$ cat src/design/ofd_pkg.sv
// Package with shared types and constants of the oscillator frequency discipline block.
`default_nettype none
package ofd_pkg;
  localparam int unsigned AccW  = 64;
  localparam int unsigned FreqW = 40;
  localparam int unsigned CntW  = 16;
  localparam logic [63:0] FreqMax = 64'd549755813887;

  localparam logic [1:0] RegWindow = 2'd0;
  localparam logic [1:0] RegMinCnt = 2'd1;
  localparam logic [1:0] RegStep   = 2'd2;
  localparam logic [1:0] RegStart  = 2'd3;

  typedef enum logic [3:0] {
    ST_IDLE, ST_ACC, ST_DEN, ST_DIVQ, ST_DIVR, ST_ROUND, ST_CORR, ST_CDIV, ST_DONE
  } state_e;

  // Threshold table: count limit and frequency limit of each correction pair.
  function automatic logic [15:0] lim_count(input logic [2:0] i);
    case (i)
      3'd0: lim_count = 16'd22;
      3'd1: lim_count = 16'd60;
      3'd2: lim_count = 16'd180;
      3'd3: lim_count = 16'd300;
      3'd4: lim_count = 16'd1200;
      default: lim_count = 16'd3600;
    endcase
  endfunction

  function automatic logic [25:0] lim_freq(input logic [2:0] i);
    case (i)
      3'd0: lim_freq = 26'd50000000;
      3'd1: lim_freq = 26'd1000000;
      3'd2: lim_freq = 26'd100000;
      3'd3: lim_freq = 26'd10000;
      3'd4: lim_freq = 26'd9000;
      default: lim_freq = 26'd7000;
    endcase
  endfunction
endpackage
`default_nettype wire

$ cat src/design/ofd_in_if.sv
// Input channel interface carrying one phase-error item.
`default_nettype none
interface ofd_in_if #(parameter int PHASE_WIDTH = 24);
  logic valid;
  logic ready;
  logic signed [PHASE_WIDTH-1:0] phase_error_ps;
  logic restart_request;
  modport source (output valid, phase_error_ps, restart_request, input ready);
  modport sink (input valid, phase_error_ps, restart_request, output ready);
endinterface
`default_nettype wire

$ cat src/design/ofd_out_if.sv
// Output channel interface carrying one result item.
`default_nettype none
interface ofd_out_if #(parameter int DAC_WIDTH = 14);
  logic valid;
  logic ready;
  logic [DAC_WIDTH-1:0] dac_out;
  logic dac_write;
  logic signed [39:0] freq_offset;
  logic [15:0] sample_count;
  modport source (output valid, dac_out, dac_write, freq_offset, sample_count, input ready);
  modport sink (input valid, dac_out, dac_write, freq_offset, sample_count, output ready);
endinterface
`default_nettype wire

$ cat src/design/ofd_serdiv.sv
// Bit-serial restoring divider for 64-bit magnitudes, one quotient bit per cycle.
`default_nettype none
module ofd_serdiv
  import ofd_pkg::*;
(
  input  wire logic          clk_i,
  input  wire logic          rst_ni,
  input  wire logic          start_i,
  input  wire logic [63:0]   num_i,
  input  wire logic [63:0]   den_i,
  output logic               busy_o,
  output logic [63:0]        quo_o,
  output logic [63:0]        rem_o
);
  logic [6:0]  cnt_q, cnt_d;
  logic [63:0] quo_q, quo_d, rem_q, rem_d, den_q, den_d;
  logic [64:0] trial;

  // One shift and subtract step per cycle.
  always_comb begin
    cnt_d = cnt_q;
    quo_d = quo_q;
    rem_d = rem_q;
    den_d = den_q;
    trial = {rem_q, quo_q[63]} - {1'b0, den_q};
    if (start_i) begin
      cnt_d = 7'd64;
      quo_d = num_i;
      rem_d = '0;
      den_d = den_i;
    end else if (cnt_q != 7'd0) begin
      cnt_d = cnt_q - 7'd1;
      if (!trial[64]) begin
        rem_d = trial[63:0];
        quo_d = {quo_q[62:0], 1'b1};
      end else begin
        rem_d = {rem_q[62:0], quo_q[63]};
        quo_d = {quo_q[62:0], 1'b0};
      end
    end
  end

  always_ff @(posedge clk_i or negedge rst_ni) begin
    if (!rst_ni) begin
      cnt_q <= '0;
    end else begin
      cnt_q <= cnt_d;
    end
  end

  always_ff @(posedge clk_i) begin
    quo_q <= quo_d;
    rem_q <= rem_d;
    den_q <= den_d;
  end

  assign busy_o = (cnt_q != 7'd0);
  assign quo_o  = quo_q;
  assign rem_o  = rem_q;
endmodule
`default_nettype wire

$ cat src/design/oscillator_frequency_discipline_top.sv
// Top level of the oscillator frequency discipline block.
// Usage: one input item per second carries a signed phase error in picoseconds and a
// restart flag; each item yields exactly one result item with the DAC code, a DAC
// write flag, the 40-bit fractional frequency estimate and the window sample count.
// Items are handled one at a time. The time until the result is valid depends on
// whether an estimate is formed and whether a correction follows. It is set by
// bit-serial multiplies and a serial divider that is used for the divide by six,
// the regression divide, its rounding step and the DAC step divide.
// The input is ready only in the idle state with no result waiting; the result is held
// in an output register until the receiver takes it, and the next item can be taken in
// the cycle after that. A stalled receiver stalls the input.
// Reset clears the window sums, count and estimate and loads the DAC code from the
// dac_start register default; registers return to their defaults.
// Configuration must be written through the APB port while the block is idle, which the
// block itself does not enforce; writing dac_start also reloads the DAC code.
`default_nettype none
module oscillator_frequency_discipline_top
  import ofd_pkg::*;
#(
  parameter int PHASE_WIDTH = 24,
  parameter int DAC_WIDTH   = 14
) (
  input  wire logic        clk_i,
  input  wire logic        rst_ni,
  ofd_in_if.sink           in_if,
  ofd_out_if.source        out_if,
  input  wire logic        psel,
  input  wire logic        penable,
  input  wire logic        pwrite,
  input  wire logic [3:0]  paddr,
  input  wire logic [31:0] pwdata,
  output logic [31:0]      prdata,
  output logic             pready
);
  state_e state_q, state_d;

  logic [15:0] win_q;
  logic [7:0]  minc_q;
  logic [29:0] step_q;
  logic [13:0] start_q;

  logic [15:0] cnt_q, cnt_d;
  logic [63:0] wsum_q, wsum_d, psum_q, psum_d;
  logic [63:0] freq_q, freq_d;
  logic        pend_q, pend_d;
  logic [15:0] dac_q, dac_d;
  logic        rst_win_q, rst_win_d;
  logic        wrote_q, wrote_d;

  // Serial multiplier: accumulator += multiplicand shifted when multiplier bit set.
  logic [63:0] mc_q, mc_d, mp_q, mp_d, acc_q, acc_d;
  logic [4:0]  mcnt_q, mcnt_d;
  logic [1:0]  phase_q, phase_d;
  logic [63:0] tmp_q, tmp_d, d_q, d_d, d6_q, d6_d, qq_q, qq_d;
  logic        neg_q, neg_d;
  logic [2:0]  ti_q, ti_d;
  logic        hit_q, hit_d;

  logic        div_start;
  logic [63:0] div_num, div_den, div_quo, div_rem;
  logic        div_busy;
  logic        cfg_wr;
  logic        out_valid_q, out_valid_d;

  ofd_serdiv u_div (
    .clk_i, .rst_ni,
    .start_i(div_start), .num_i(div_num), .den_i(div_den),
    .busy_o(div_busy), .quo_o(div_quo), .rem_o(div_rem)
  );

  // APB register file.
  assign pready = 1'b1;
  assign cfg_wr = psel && penable && pwrite;
  always_comb begin
    case (paddr[3:2])
      RegWindow: prdata = {16'd0, win_q};
      RegMinCnt: prdata = {24'd0, minc_q};
      RegStep:   prdata = {2'd0, step_q};
      RegStart:  prdata = {18'd0, start_q};
      default:   prdata = '0;
    endcase
  end

  always_ff @(posedge clk_i or negedge rst_ni) begin
    if (!rst_ni) begin
      win_q   <= 16'd7200;
      minc_q  <= 8'd20;
      step_q  <= 30'd36600;
      start_q <= 14'd8192;
    end else if (cfg_wr && paddr[1:0] == 2'd0) begin
      case (paddr[3:2])
        RegWindow: win_q   <= pwdata[15:0];
        RegMinCnt: minc_q  <= pwdata[7:0];
        RegStep:   step_q  <= pwdata[29:0];
        RegStart:  start_q <= pwdata[13:0];
        default:   ;
      endcase
    end
  end

  logic [63:0] x_ext;
  assign x_ext = {{(64-PHASE_WIDTH){in_if.phase_error_ps[PHASE_WIDTH-1]}},
                  in_if.phase_error_ps};
  assign in_if.ready = (state_q == ST_IDLE) && !out_valid_q;

  logic [63:0] mag_f;
  logic [63:0] step_ext;
  logic [63:0] d_raw;
  logic [63:0] q1000;
  assign mag_f    = freq_q[63] ? (64'd0 - freq_q) : freq_q;
  assign step_ext = (step_q == 30'd0) ? 64'd1 : {34'd0, step_q};
  assign d_raw    = (wsum_q << 1) - acc_q;
  assign q1000    = (qq_q << 10) - (qq_q << 4) - (qq_q << 3);

  // Next state.
  always_comb begin
    state_d = state_q;
    case (state_q)
      ST_IDLE:  if (in_if.valid && in_if.ready) state_d = ST_ACC;
      ST_ACC:   if (mcnt_q == 5'd0 && phase_q == 2'd1) begin
                  state_d = (cnt_q >= {8'd0, minc_q} && cnt_q >= 16'd2) ? ST_DEN : ST_CORR;
                end
      ST_DEN:   if (mcnt_q == 5'd0 && phase_q == 2'd3) state_d = ST_DIVQ;
      ST_DIVQ:  if (!div_busy && phase_q == 2'd1) state_d = ST_DIVR;
      ST_DIVR:  if (!div_busy && phase_q == 2'd1) state_d = ST_ROUND;
      ST_ROUND: state_d = ST_CORR;
      ST_CORR:  if (ti_q == 3'd6) state_d = (hit_q && !rst_win_q) ? ST_CDIV : ST_DONE;
      ST_CDIV:  if (!div_busy && phase_q == 2'd1) state_d = ST_DONE;
      ST_DONE:  state_d = ST_IDLE;
      default:  state_d = ST_IDLE;
    endcase
  end

  // Datapath sequencing.
  always_comb begin
    cnt_d = cnt_q; wsum_d = wsum_q; psum_d = psum_q; freq_d = freq_q;
    pend_d = pend_q; dac_d = dac_q; rst_win_d = rst_win_q;
    wrote_d = wrote_q; mc_d = mc_q; mp_d = mp_q; acc_d = acc_q;
    mcnt_d = mcnt_q; phase_d = phase_q; tmp_d = tmp_q; d_d = d_q; d6_d = d6_q;
    qq_d = qq_q; neg_d = neg_q; ti_d = ti_q; hit_d = hit_q;
    out_valid_d = out_valid_q;
    div_start = 1'b0; div_num = d_q; div_den = d6_q;
    if (out_valid_q && out_if.ready) out_valid_d = 1'b0;
    if (cfg_wr && paddr == {RegStart, 2'b00}) dac_d = {2'd0, pwdata[13:0]};
    case (state_q)
      ST_IDLE: if (in_if.valid && in_if.ready) begin
        rst_win_d = pend_q || in_if.restart_request;
        if (rst_win_d || cnt_q >= win_q) begin
          cnt_d = 16'd1; wsum_d = '0; psum_d = x_ext;
        end else begin
          cnt_d = cnt_q + 16'd1; psum_d = psum_q + x_ext;
        end
        mc_d = x_ext; mp_d = {48'd0, cnt_d};
        acc_d = '0; mcnt_d = 5'd16; phase_d = 2'd0; wrote_d = 1'b0; ti_d = '0;
        hit_d = 1'b0;
      end
      ST_ACC: begin
        // x * count, then (count+1) * plain_sum.
        if (mcnt_q != 5'd0) begin
          if (mp_q[0]) acc_d = acc_q + mc_q;
          mc_d = mc_q << 1; mp_d = mp_q >> 1; mcnt_d = mcnt_q - 5'd1;
        end else if (phase_q == 2'd0) begin
          wsum_d = wsum_q + acc_q;
          mc_d = psum_q; mp_d = {47'd0, {1'b0, cnt_q} + 17'd1}; acc_d = '0;
          mcnt_d = 5'd17; phase_d = 2'd1;
        end else begin
          d_d = d_raw;
          mc_d = {48'd0, cnt_q}; mp_d = {48'd0, cnt_q - 16'd1};
          acc_d = '0; mcnt_d = 5'd16; phase_d = 2'd0;
        end
      end
      ST_DEN: begin
        // n*(n-1), then *(n+1), then /6 through the divider.
        if (mcnt_q != 5'd0) begin
          if (mp_q[0]) acc_d = acc_q + mc_q;
          mc_d = mc_q << 1; mp_d = mp_q >> 1; mcnt_d = mcnt_q - 5'd1;
        end else if (phase_q == 2'd0) begin
          mc_d = acc_q; mp_d = {47'd0, {1'b0, cnt_q} + 17'd1}; acc_d = '0;
          mcnt_d = 5'd17; phase_d = 2'd1;
        end else if (phase_q == 2'd1) begin
          div_start = 1'b1; div_num = acc_q; div_den = 64'd6; phase_d = 2'd2;
        end else if (phase_q == 2'd2) begin
          if (!div_busy) phase_d = 2'd3;
        end else begin
          d6_d = div_quo; neg_d = d_q[63];
          d_d = d_q[63] ? (64'd0 - d_q) : d_q;
          phase_d = 2'd0;
        end
      end
      ST_DIVQ: begin
        if (phase_q == 2'd0) begin
          div_start = 1'b1; div_num = d_q; div_den = d6_q; phase_d = 2'd1;
        end else if (!div_busy) begin
          qq_d = div_quo;
          // remainder * 1000 + d6/2
          tmp_d = (div_rem << 10) - (div_rem << 4) - (div_rem << 3) + (d6_q >> 1);
          phase_d = 2'd0;
        end
      end
      ST_DIVR: begin
        if (phase_q == 2'd0) begin
          div_start = 1'b1; div_num = tmp_q; div_den = d6_q; phase_d = 2'd1;
        end else if (!div_busy) begin
          tmp_d = q1000 + div_quo; phase_d = 2'd0;
        end
      end
      ST_ROUND: begin
        if (neg_q)
          freq_d = (tmp_q > FreqMax + 64'd1) ? ~FreqMax : (64'd0 - tmp_q);
        else
          freq_d = (tmp_q > FreqMax) ? FreqMax : tmp_q;
      end
      ST_CORR: begin
        // One threshold pair checked per cycle.
        if (ti_q != 3'd6) begin
          if (cnt_q >= lim_count(ti_q) && mag_f >= {38'd0, lim_freq(ti_q)}) hit_d = 1'b1;
          ti_d = ti_q + 3'd1;
        end else if (rst_win_q) begin
          pend_d = 1'b0;
        end else if (hit_q) begin
          div_start = 1'b1; div_num = mag_f; div_den = step_ext; phase_d = 2'd1;
        end
      end
      ST_CDIV: if (!div_busy && phase_q == 2'd1) begin
        qq_d = ((div_rem << 2) + div_rem > step_ext) ? div_quo + 64'd1 : div_quo;
        if (freq_q[63]) dac_d = dac_q + qq_d[15:0];
        else dac_d = dac_q - qq_d[15:0];
        wrote_d = 1'b1; pend_d = 1'b1; phase_d = 2'd0;
      end
      ST_DONE: out_valid_d = 1'b1;
      default: ;
    endcase
  end

  always_ff @(posedge clk_i or negedge rst_ni) begin
    if (!rst_ni) begin
      state_q <= ST_IDLE; cnt_q <= '0; wsum_q <= '0; psum_q <= '0; freq_q <= '0;
      pend_q <= 1'b0; dac_q <= 16'd8192; out_valid_q <= 1'b0; phase_q <= '0;
      mcnt_q <= '0; ti_q <= '0; hit_q <= 1'b0; rst_win_q <= 1'b0; wrote_q <= 1'b0;
    end else begin
      state_q <= state_d; cnt_q <= cnt_d; wsum_q <= wsum_d; psum_q <= psum_d;
      freq_q <= freq_d; pend_q <= pend_d; dac_q <= dac_d; out_valid_q <= out_valid_d;
      phase_q <= phase_d; mcnt_q <= mcnt_d; ti_q <= ti_d; hit_q <= hit_d;
      rst_win_q <= rst_win_d; wrote_q <= wrote_d;
    end
  end

  always_ff @(posedge clk_i) begin
    mc_q <= mc_d; mp_q <= mp_d; acc_q <= acc_d; tmp_q <= tmp_d;
    d_q <= d_d; d6_q <= d6_d; qq_q <= qq_d; neg_q <= neg_d;
  end

  // Result register.
  assign out_if.valid        = out_valid_q;
  assign out_if.dac_out      = dac_q[DAC_WIDTH-1:0];
  assign out_if.dac_write    = wrote_q;
  assign out_if.freq_offset  = freq_q[39:0];
  assign out_if.sample_count = cnt_q;
endmodule
`default_nettype wire

$ cat src/flat_wrapper.sv
// flat-port wrapper written by rule: the top's interface ports become plain ports
module oscillator_frequency_discipline_top_flat import ofd_pkg::*;
#(
  parameter int PHASE_WIDTH = 24,
  parameter int DAC_WIDTH   = 14
)
  (clk_i, rst_ni, psel, penable, pwrite, paddr, pwdata, prdata, pready, in_if_valid, in_if_phase_error_ps, in_if_restart_request, in_if_ready, out_if_valid, out_if_dac_out, out_if_dac_write, out_if_freq_offset, out_if_sample_count, out_if_ready);
  ofd_in_if #(.PHASE_WIDTH(PHASE_WIDTH)) in_if_i ();
  ofd_out_if #(.DAC_WIDTH(DAC_WIDTH)) out_if_i ();
  input  wire logic clk_i;
  input  wire logic rst_ni;
  input  wire logic psel;
  input  wire logic penable;
  input  wire logic pwrite;
  input  wire logic [3:0] paddr;
  input  wire logic [31:0] pwdata;
  output logic [31:0] prdata;
  output logic pready;
  input wire logic [$bits(in_if_i.valid)-1:0] in_if_valid;
  input wire logic [$bits(in_if_i.phase_error_ps)-1:0] in_if_phase_error_ps;
  input wire logic [$bits(in_if_i.restart_request)-1:0] in_if_restart_request;
  output wire logic [$bits(in_if_i.ready)-1:0] in_if_ready;
  output wire logic [$bits(out_if_i.valid)-1:0] out_if_valid;
  output wire logic [$bits(out_if_i.dac_out)-1:0] out_if_dac_out;
  output wire logic [$bits(out_if_i.dac_write)-1:0] out_if_dac_write;
  output wire logic [$bits(out_if_i.freq_offset)-1:0] out_if_freq_offset;
  output wire logic [$bits(out_if_i.sample_count)-1:0] out_if_sample_count;
  input wire logic [$bits(out_if_i.ready)-1:0] out_if_ready;
  assign in_if_i.valid = in_if_valid;
  assign in_if_i.phase_error_ps = in_if_phase_error_ps;
  assign in_if_i.restart_request = in_if_restart_request;
  assign in_if_ready = in_if_i.ready;
  assign out_if_valid = out_if_i.valid;
  assign out_if_dac_out = out_if_i.dac_out;
  assign out_if_dac_write = out_if_i.dac_write;
  assign out_if_freq_offset = out_if_i.freq_offset;
  assign out_if_sample_count = out_if_i.sample_count;
  assign out_if_i.ready = out_if_ready;
  oscillator_frequency_discipline_top #(.PHASE_WIDTH(PHASE_WIDTH), .DAC_WIDTH(DAC_WIDTH)) u_core (.clk_i(clk_i), .rst_ni(rst_ni), .in_if(in_if_i), .out_if(out_if_i), .psel(psel), .penable(penable), .pwrite(pwrite), .paddr(paddr), .pwdata(pwdata), .prdata(prdata), .pready(pready));
endmodule
$ cat config.mk
export PLATFORM = sky130hd
export DESIGN_NAME = oscillator_frequency_discipline_top_flat
export DESIGN_NICKNAME = d
export VERILOG_FILES = /design/src/design/ofd_pkg.sv /design/src/design/ofd_in_if.sv /design/src/design/ofd_out_if.sv /design/src/design/ofd_serdiv.sv /design/src/design/oscillator_frequency_discipline_top.sv /design/src/flat_wrapper.sv
export SDC_FILE = /design/constraint.sdc
export NUM_CORES = 2
export LEC_CHECK = 0
export BUFFER_PORTS_ARGS = -buffer_cell sky130_fd_sc_hd__buf_4
export CORE_MARGIN = 2
export CORE_UTILIZATION = 55
export DETAILED_ROUTE_END_ITERATION = 8
export PLACE_DENSITY_LB_ADDON = 0.3
export SKIP_CTS_REPAIR_TIMING = 1
export SKIP_LAST_GASP = 1
export SYNTH_ARGS = -nofsm -noshare
export SYNTH_HDL_FRONTEND = slang
export SYNTH_HIERARCHICAL = 1
export SYNTH_SLANG_ARGS = --single-unit
$ cat constraint.sdc
create_clock -name clk_i -period 10.2 [get_ports clk_i]
set_input_delay 0.51 -clock clk_i [delete_from_list [all_inputs] [get_ports clk_i]]
set_output_delay 0.51 -clock clk_i [all_outputs]
set_load 0.005 [all_outputs]
Word-level counts from Yosys, hierarchy flattened

Cells that the tools add are included.

Bits of input ports: 68
Flip-flop bits (word level): 956
Output and inout port bits: 106
Logic and storage cells: 307

Bitwise logic cells: 4
Add/sub/neg operators: 24
$lt $le $gt $ge: 8
Eq/ne operators: 50
Multiplexer cells: 133
Reductions and logical operators: 57

Operator list:

| cell                                                             | number |
|---|---|
| two-way mux 64 bit                                               | 50 |
| one-hot mux 64 bit (3 select lines)                              | 4 |
| one-hot mux 64 bit (2 select lines)                              | 4 |
| adder 64 bit                                                     | 5 |
| subtractor 64 bit                                                | 5 |
| two-way mux 61 bit                                               | 4 |
| subtractor 1 x 64 -> 64 bit (first input constant)               | 3 |
| one-hot mux 26 bit (5 select lines)                              | 1 |
| one-hot mux 32 bit (4 select lines)                              | 1 |
| one-hot mux 61 bit (2 select lines)                              | 1 |
| two-way mux 16 bit                                               | 7 |
| subtractor 65 x 64 -> 65 bit                                     | 1 |
| adder 64 x 63 -> 64 bit                                          | 1 |
| >= comparator 64 x 26 -> 1 bit                                   | 1 |
| greater-than comparator 64 x 39 -> 1 bit (second input constant) | 1 |
| greater-than comparator 64 x 40 -> 1 bit (second input constant) | 1 |
| greater-than comparator 64 bit                                   | 1 |
| adder 61 x 1 -> 61 bit (second input constant)                   | 1 |
| one-hot mux 12 bit (5 select lines)                              | 1 |
| two-way mux 26 bit                                               | 2 |
| >= comparator 16 bit                                             | 2 |
| two-way mux 4 bit                                                | 8 |
| one-hot mux 4 bit (8 select lines)                               | 1 |
| zero test 30 bit                                                 | 1 |
| other kinds (57)                                                 | 169 |

Logic depth before layout (Yosys ltp)

Word-level depth: 9
Gate-level depth with buffers: 43
Gate-level depth less buffers: 42

By module

The synthesis kept the hierarchy.

By module, submodules not included:

| module                              | area an instance (sq um) | times used | cells each | seq. area each (sq um) |
|---|---|---|---|---|
| oscillator_frequency_discipline_top | 68179.1                  | 1          | 7900       | 19710.2 |
| ofd_serdiv                          | 12067.8                  | 1          | 1215       | 5300.1 |

Least setup slack after synthesis

OpenSTA, ideal clock, no wires.

Path type: reg-to-reg
Start: register u_core.state_q[3]
End: register u_core.d6_q[0], enable pin
Data required time: 9552 ps
Stages on the path, launching flop included: 8
Slack: 1825 ps
Library setup time: 648 ps
Path buffers: 4
Data arrival time: 7728 ps
Period minus slack after synthesis: 8375 ps
Cell sequence: dfrtp_1 > clkbuf_1 > nor2_1 > nand2_1 > clkbuf_1 > buf_1 > clkbuf_1 > nor4_1

Cells in the longest elaborated chain, start to end: 2

Ends and longest elaborated chain:

| what                          | RTL line                                   | source |
|---|---|---|
| start, declared               | oscillator_frequency_discipline_top.sv:35  | `state_e state_q, state_d;` |
| start signal, assigned        | oscillator_frequency_discipline_top.sv:241 | `state_q <= state_d; cnt_q <= cnt_d; wsum_q <= wsum_d; psum_q <= psum_d;` |
| == test 4 x 2 -> 1 bit        | oscillator_frequency_discipline_top.sv:145 | `case (state_q)` |
| AND reduction 5 bit (no line) | -                                          |  |
| end signal, assigned          | oscillator_frequency_discipline_top.sv:250 | `d_q <= d_d; d6_q <= d6_d; qq_q <= qq_d; neg_q <= neg_d;` |
| end, declared                 | oscillator_frequency_discipline_top.sv:54  | `logic [63:0] tmp_q, tmp_d, d_q, d_d, d6_q, d6_d, qq_q, qq_d;` |

No other way between the ends.
A chain may end at the register's enable or synchronous reset.

Worst setup path in the final report

Start: register u_core.u_div.rem_q[0], in the netlist u_core/u_div/rem_o[0]
End: register u_core.dac_q[13]

Cells in the longest elaborated chain, start to end: 7
Elaborated cells on any way between the ends: 8
Classes of those cells: add/sub: 3; order compare: 1; mux: 4

Ends and longest elaborated chain:

| what                                              | RTL line                                                                               | source |
|---|---|---|
| start, declared                                   | ofd_serdiv.sv:16                                                                       | `logic [63:0] quo_q, quo_d, rem_q, rem_d, den_q, den_d;` |
| start signal, assigned                            | ofd_serdiv.sv:53                                                                       | `rem_q <= rem_d;` |
| adder 64 bit *                                    | oscillator_frequency_discipline_top.sv:225                                             | `qq_d = ((div_rem << 2) + div_rem > step_ext) ? div_quo + 64'd1 : div_quo;` |
| greater-than comparator 64 bit *                  | oscillator_frequency_discipline_top.sv:225                                             |  |
| two-way mux 61 bit *                              | oscillator_frequency_discipline_top.sv:225                                             |  |
| subtractor 16 bit or adder 16 bit (tied branches) | oscillator_frequency_discipline_top.sv:227, oscillator_frequency_discipline_top.sv:226 |  |
| two-way mux 16 bit *                              | oscillator_frequency_discipline_top.sv:226                                             | `if (freq_q[63]) dac_d = dac_q + qq_d[15:0];` |
| two-way mux 16 bit *                              | oscillator_frequency_discipline_top.sv:224                                             | `ST_CDIV: if (!div_busy && phase_q == 2'd1) begin` |
| two-way mux 16 bit *                              | oscillator_frequency_discipline_top.sv:145                                             |  |
| net u_core.dac_d[13]                              | oscillator_frequency_discipline_top.sv:46                                              | `logic [15:0] dac_q, dac_d;` |
| end signal, assigned                              | oscillator_frequency_discipline_top.sv:238                                             | `pend_q <= 1'b0; dac_q <= 16'd8192; out_valid_q <= 1'b0; phase_q <= '0;` |
| end signal, assigned                              | oscillator_frequency_discipline_top.sv:242                                             | `freq_q <= freq_d; pend_q <= pend_d; dac_q <= dac_d; out_valid_q <= out_valid_d;` |
| end, declared                                     | oscillator_frequency_discipline_top.sv:46                                              |  |

Mark *: on every way through the listed nets, which the timed path passes. The rest lies on a longest branch.

==> impl_metrics.csv <==
group,metric,value,unit
sta,timing.final.crit_share,0.932,
layout,final_core_util,0.597,
cts,cts_root_buf,"clkbuf_16",
layout,most-common-layout-cells,"1,003 x nand2_1, 797 x a21oi_1, 666 x nor2_1, 632 x ha_1, 577 x o21ai_0",
floorplan,fp.dieArea,0.149,mm²
drt,first_pass_iters,9,
logic_synthesis,netlist_top_cells_area,"edfxtp_1 20%, ha_1 9.9%, dfrtp_1 9.3%",
floorplan,rows,140,
floorplan,die_w,386,µm
drt,drt_wl_total,252000,µm
critical_path,cp.buffers_inverters,2,
drt,drt_iter0_markers,6447,
logic_synthesis,yosysUniqueCellTypes,107,
critical_path,slowest_delay,640,ps
logic_synthesis,synthCells,9115,
floorplan,die_y,386,µm
placement,dp_hpwl,196000,µm
cts,clock_sinks,906,
sta,rsz0062_at_grt,"no",
sta,fmax,0.105,GHz
outcome,violations,"design-rule violations",
sta,setup_ws,691,ps
critical_path,cp_top_family,"compound AO/OA/AOI/OAI gates",
logic_synthesis,synth_seq_area_share,0.312,
sta,drv_slew,0,
logic_synthesis,synth_flop_cell,"edfxtp_1",
placement,post_dp_cell_area,0.0829,mm²
flow_run,maxCapViolations,0,
floorplan,initial_core_util,0.553,
layout,drive_gt1_frac,0.0769,
cts,clockBufferDepth,3,
logic_synthesis,synthArstFlopShare,0.348,
sta,skew,38.6,ps
cts,cts_tree,"yes",
cts,cts_made_buffers,107,
logic_synthesis,yosys_warnings,6,
logic_synthesis,synth_top_area_cell,"edfxtp_1",
cts,clk_latency,740,ps
floorplan,coreArea,0.145,mm²
logic_synthesis,synth_area,0.0802,mm²
critical_path,critPathSlowestCell,"a2111oi_0",
cts,h-tree-depth,3,
critical_path,crit_top_cell,"a21oi_1",
outcome,outcome,"complete, but fails checks",
sta,setup_viol,0,
drt,drt-wirelength-per-cell,22.8,µm
global_routing,grt_overflow_total,0,
critical_path,r2r_slack,690,ps
critical_path,worstPathArrival,10170,ps
logic_synthesis,synth_seq_cells,906,
layout,postLayoutCellArea,0.0867,mm²
drt,route.vias.total,70500,
logic_synthesis,synth_edf_count,527,
drt,drcViolationCount,2,
layout,final_common_cell,"nand2_1",
sta,min_period,9510,ps
placement,port_buffers,168,
critical_path,worstPathMaxFanout,7,
critical_path,end_kind,"flip-flop",
sta,tightest_slew,1240,ps
placement,pre_cts_slack,705,ps
drt,routed_via_density,6.38,
global_routing,grt_use_total,0.331,
sta,relSlewSlack,0.173,
sta,hold_viol,0,
drt,detail-route-antenna-nets,0,
global_routing,grt_pass1_vias,67900,
global_routing,antenna_found_initial,3,
layout,syn_to_final_growth,8.03,%
critical_path,worstSetupStartpointType,"flip-flop",
cts,cts.reportedPaths.clkPinSlew,60,ps
global_routing,grt_max_degree,140,
logic_synthesis,synth_top_area_frac,0.197,
placement,place_congestion,1.00,
logic_synthesis,syn_avg_cell_area,8.80,µm²
global_routing,grt_first_pass_wirelength,388000,µm
critical_path,path_class,"flip-flop to flip-flop",
hold_path,min_path_type,"input pin to flip-flop",
sta,finalSetupTns,0,ps
layout,nets,9981,
floorplan,ios,174,
critical_path,required,10860,ps
cells in the mapped netlist, types with 97 or more instances:
cell type,number
o31ai_1,104
a21o_1,332
dfrtp_1,298
o21ai_0,580
inv_1,510
nor3_1,131
a21oi_1,797
mux2i_1,123
nand2_1,1010
mux2_2,129
nand4_1,106
clkbuf_1,331
xor2_1,269
xnor2_1,404
a31oi_1,121
o21bai_1,97
ha_1,633
nor2_1,673
or3_1,102
fa_1,231
nand3_1,188
edfxtp_1,527
registers in the layout (all words and copies together) (netlist names), 3 cells and up:
name / cells
u_core/u_div/cnt_q: 7
u_core/start_q: 14
u_core/d6_q: 64
u_core/psum_q: 64
u_core/mp_q: 17
u_core/acc_q: 64
u_core/minc_q: 8
u_core/mcnt_q: 5
u_core/step_q: 30
u_core/mc_q: 64
u_core/dac_q: 14
u_core/out_if.sample_count: 16
u_core/qq_q: 61
u_core/ti_q: 3
u_core/state_q: 4
u_core/u_div/den_q: 64
u_core/freq_q: 64
u_core/win_q: 16
u_core/u_div/quo_o: 64
u_core/tmp_q: 64
u_core/wsum_q: 63
u_core/u_div/rem_o: 64
u_core/d_q: 64
layer usage:
layer,vias to the layer above,routed length [µm],track usage
met5,-,13,0
met4,2,12000,0.146
met3,561,21500,0.0643
met2,2895,115000,0.530
met1,34100,104000,0.436
li1,33000,-,-
through the flow:
stage	std cells	hold WS [ps]
floorplan	9116	214
global placement	10900	449
detailed placement	10900	450
CTS	11100	-198
global route	11100	3.22
finish	11100	7.62
worst paths after layout:
path,depth (start not counted),start,end
worst max-delay path,39,u_core/u_div/rem_o[0],u_core/dac_q[13]
worst min register to register,2,u_core/start_q[13],u_core/start_q[13]
worst min-delay path,2,pwdata[25],u_core/step_q[25]
worst max register to register,39,u_core/u_div/rem_o[0],u_core/dac_q[13]
min in group asynchronous,2,rst_ni,u_core/freq_q[50]
max in group asynchronous,3,rst_ni,u_core/u_div/cnt_q[6]
cell type report:
class	count	area, µm²
Timing Repair Buffer	261	1990
Clock inverter	66	797
Sequential cell	906	25000
Fill cell	12600	58500
Clock buffer	136	2950
Multi-Input combinational cell	7262	51600
Antenna cell	2	5.00
Inverter	511	1920
Tap cell	1917	2400
cell families (layout without fill, tap and decap cells):
logic type / count (synthesis) / count (layout) / synth area share
flops: 906 / 906 / 0.312
simple gates: 2752 / 2752 / 0.160
xor+xnor: 676 / 676 / 0.0743
buf+inv: 948 / 974 / 0.0474
mux: 260 / 260 / 0.0357
fa+ha+maj: 864 / 864 / 0.156
other cells: 2 / 5 / 0.0000936
compound gates: 2707 / 2707 / 0.215
Power is left out: the tool's default activity adds up to more than one toggle a clock period on the data nets, which glitch-free logic cannot reach.
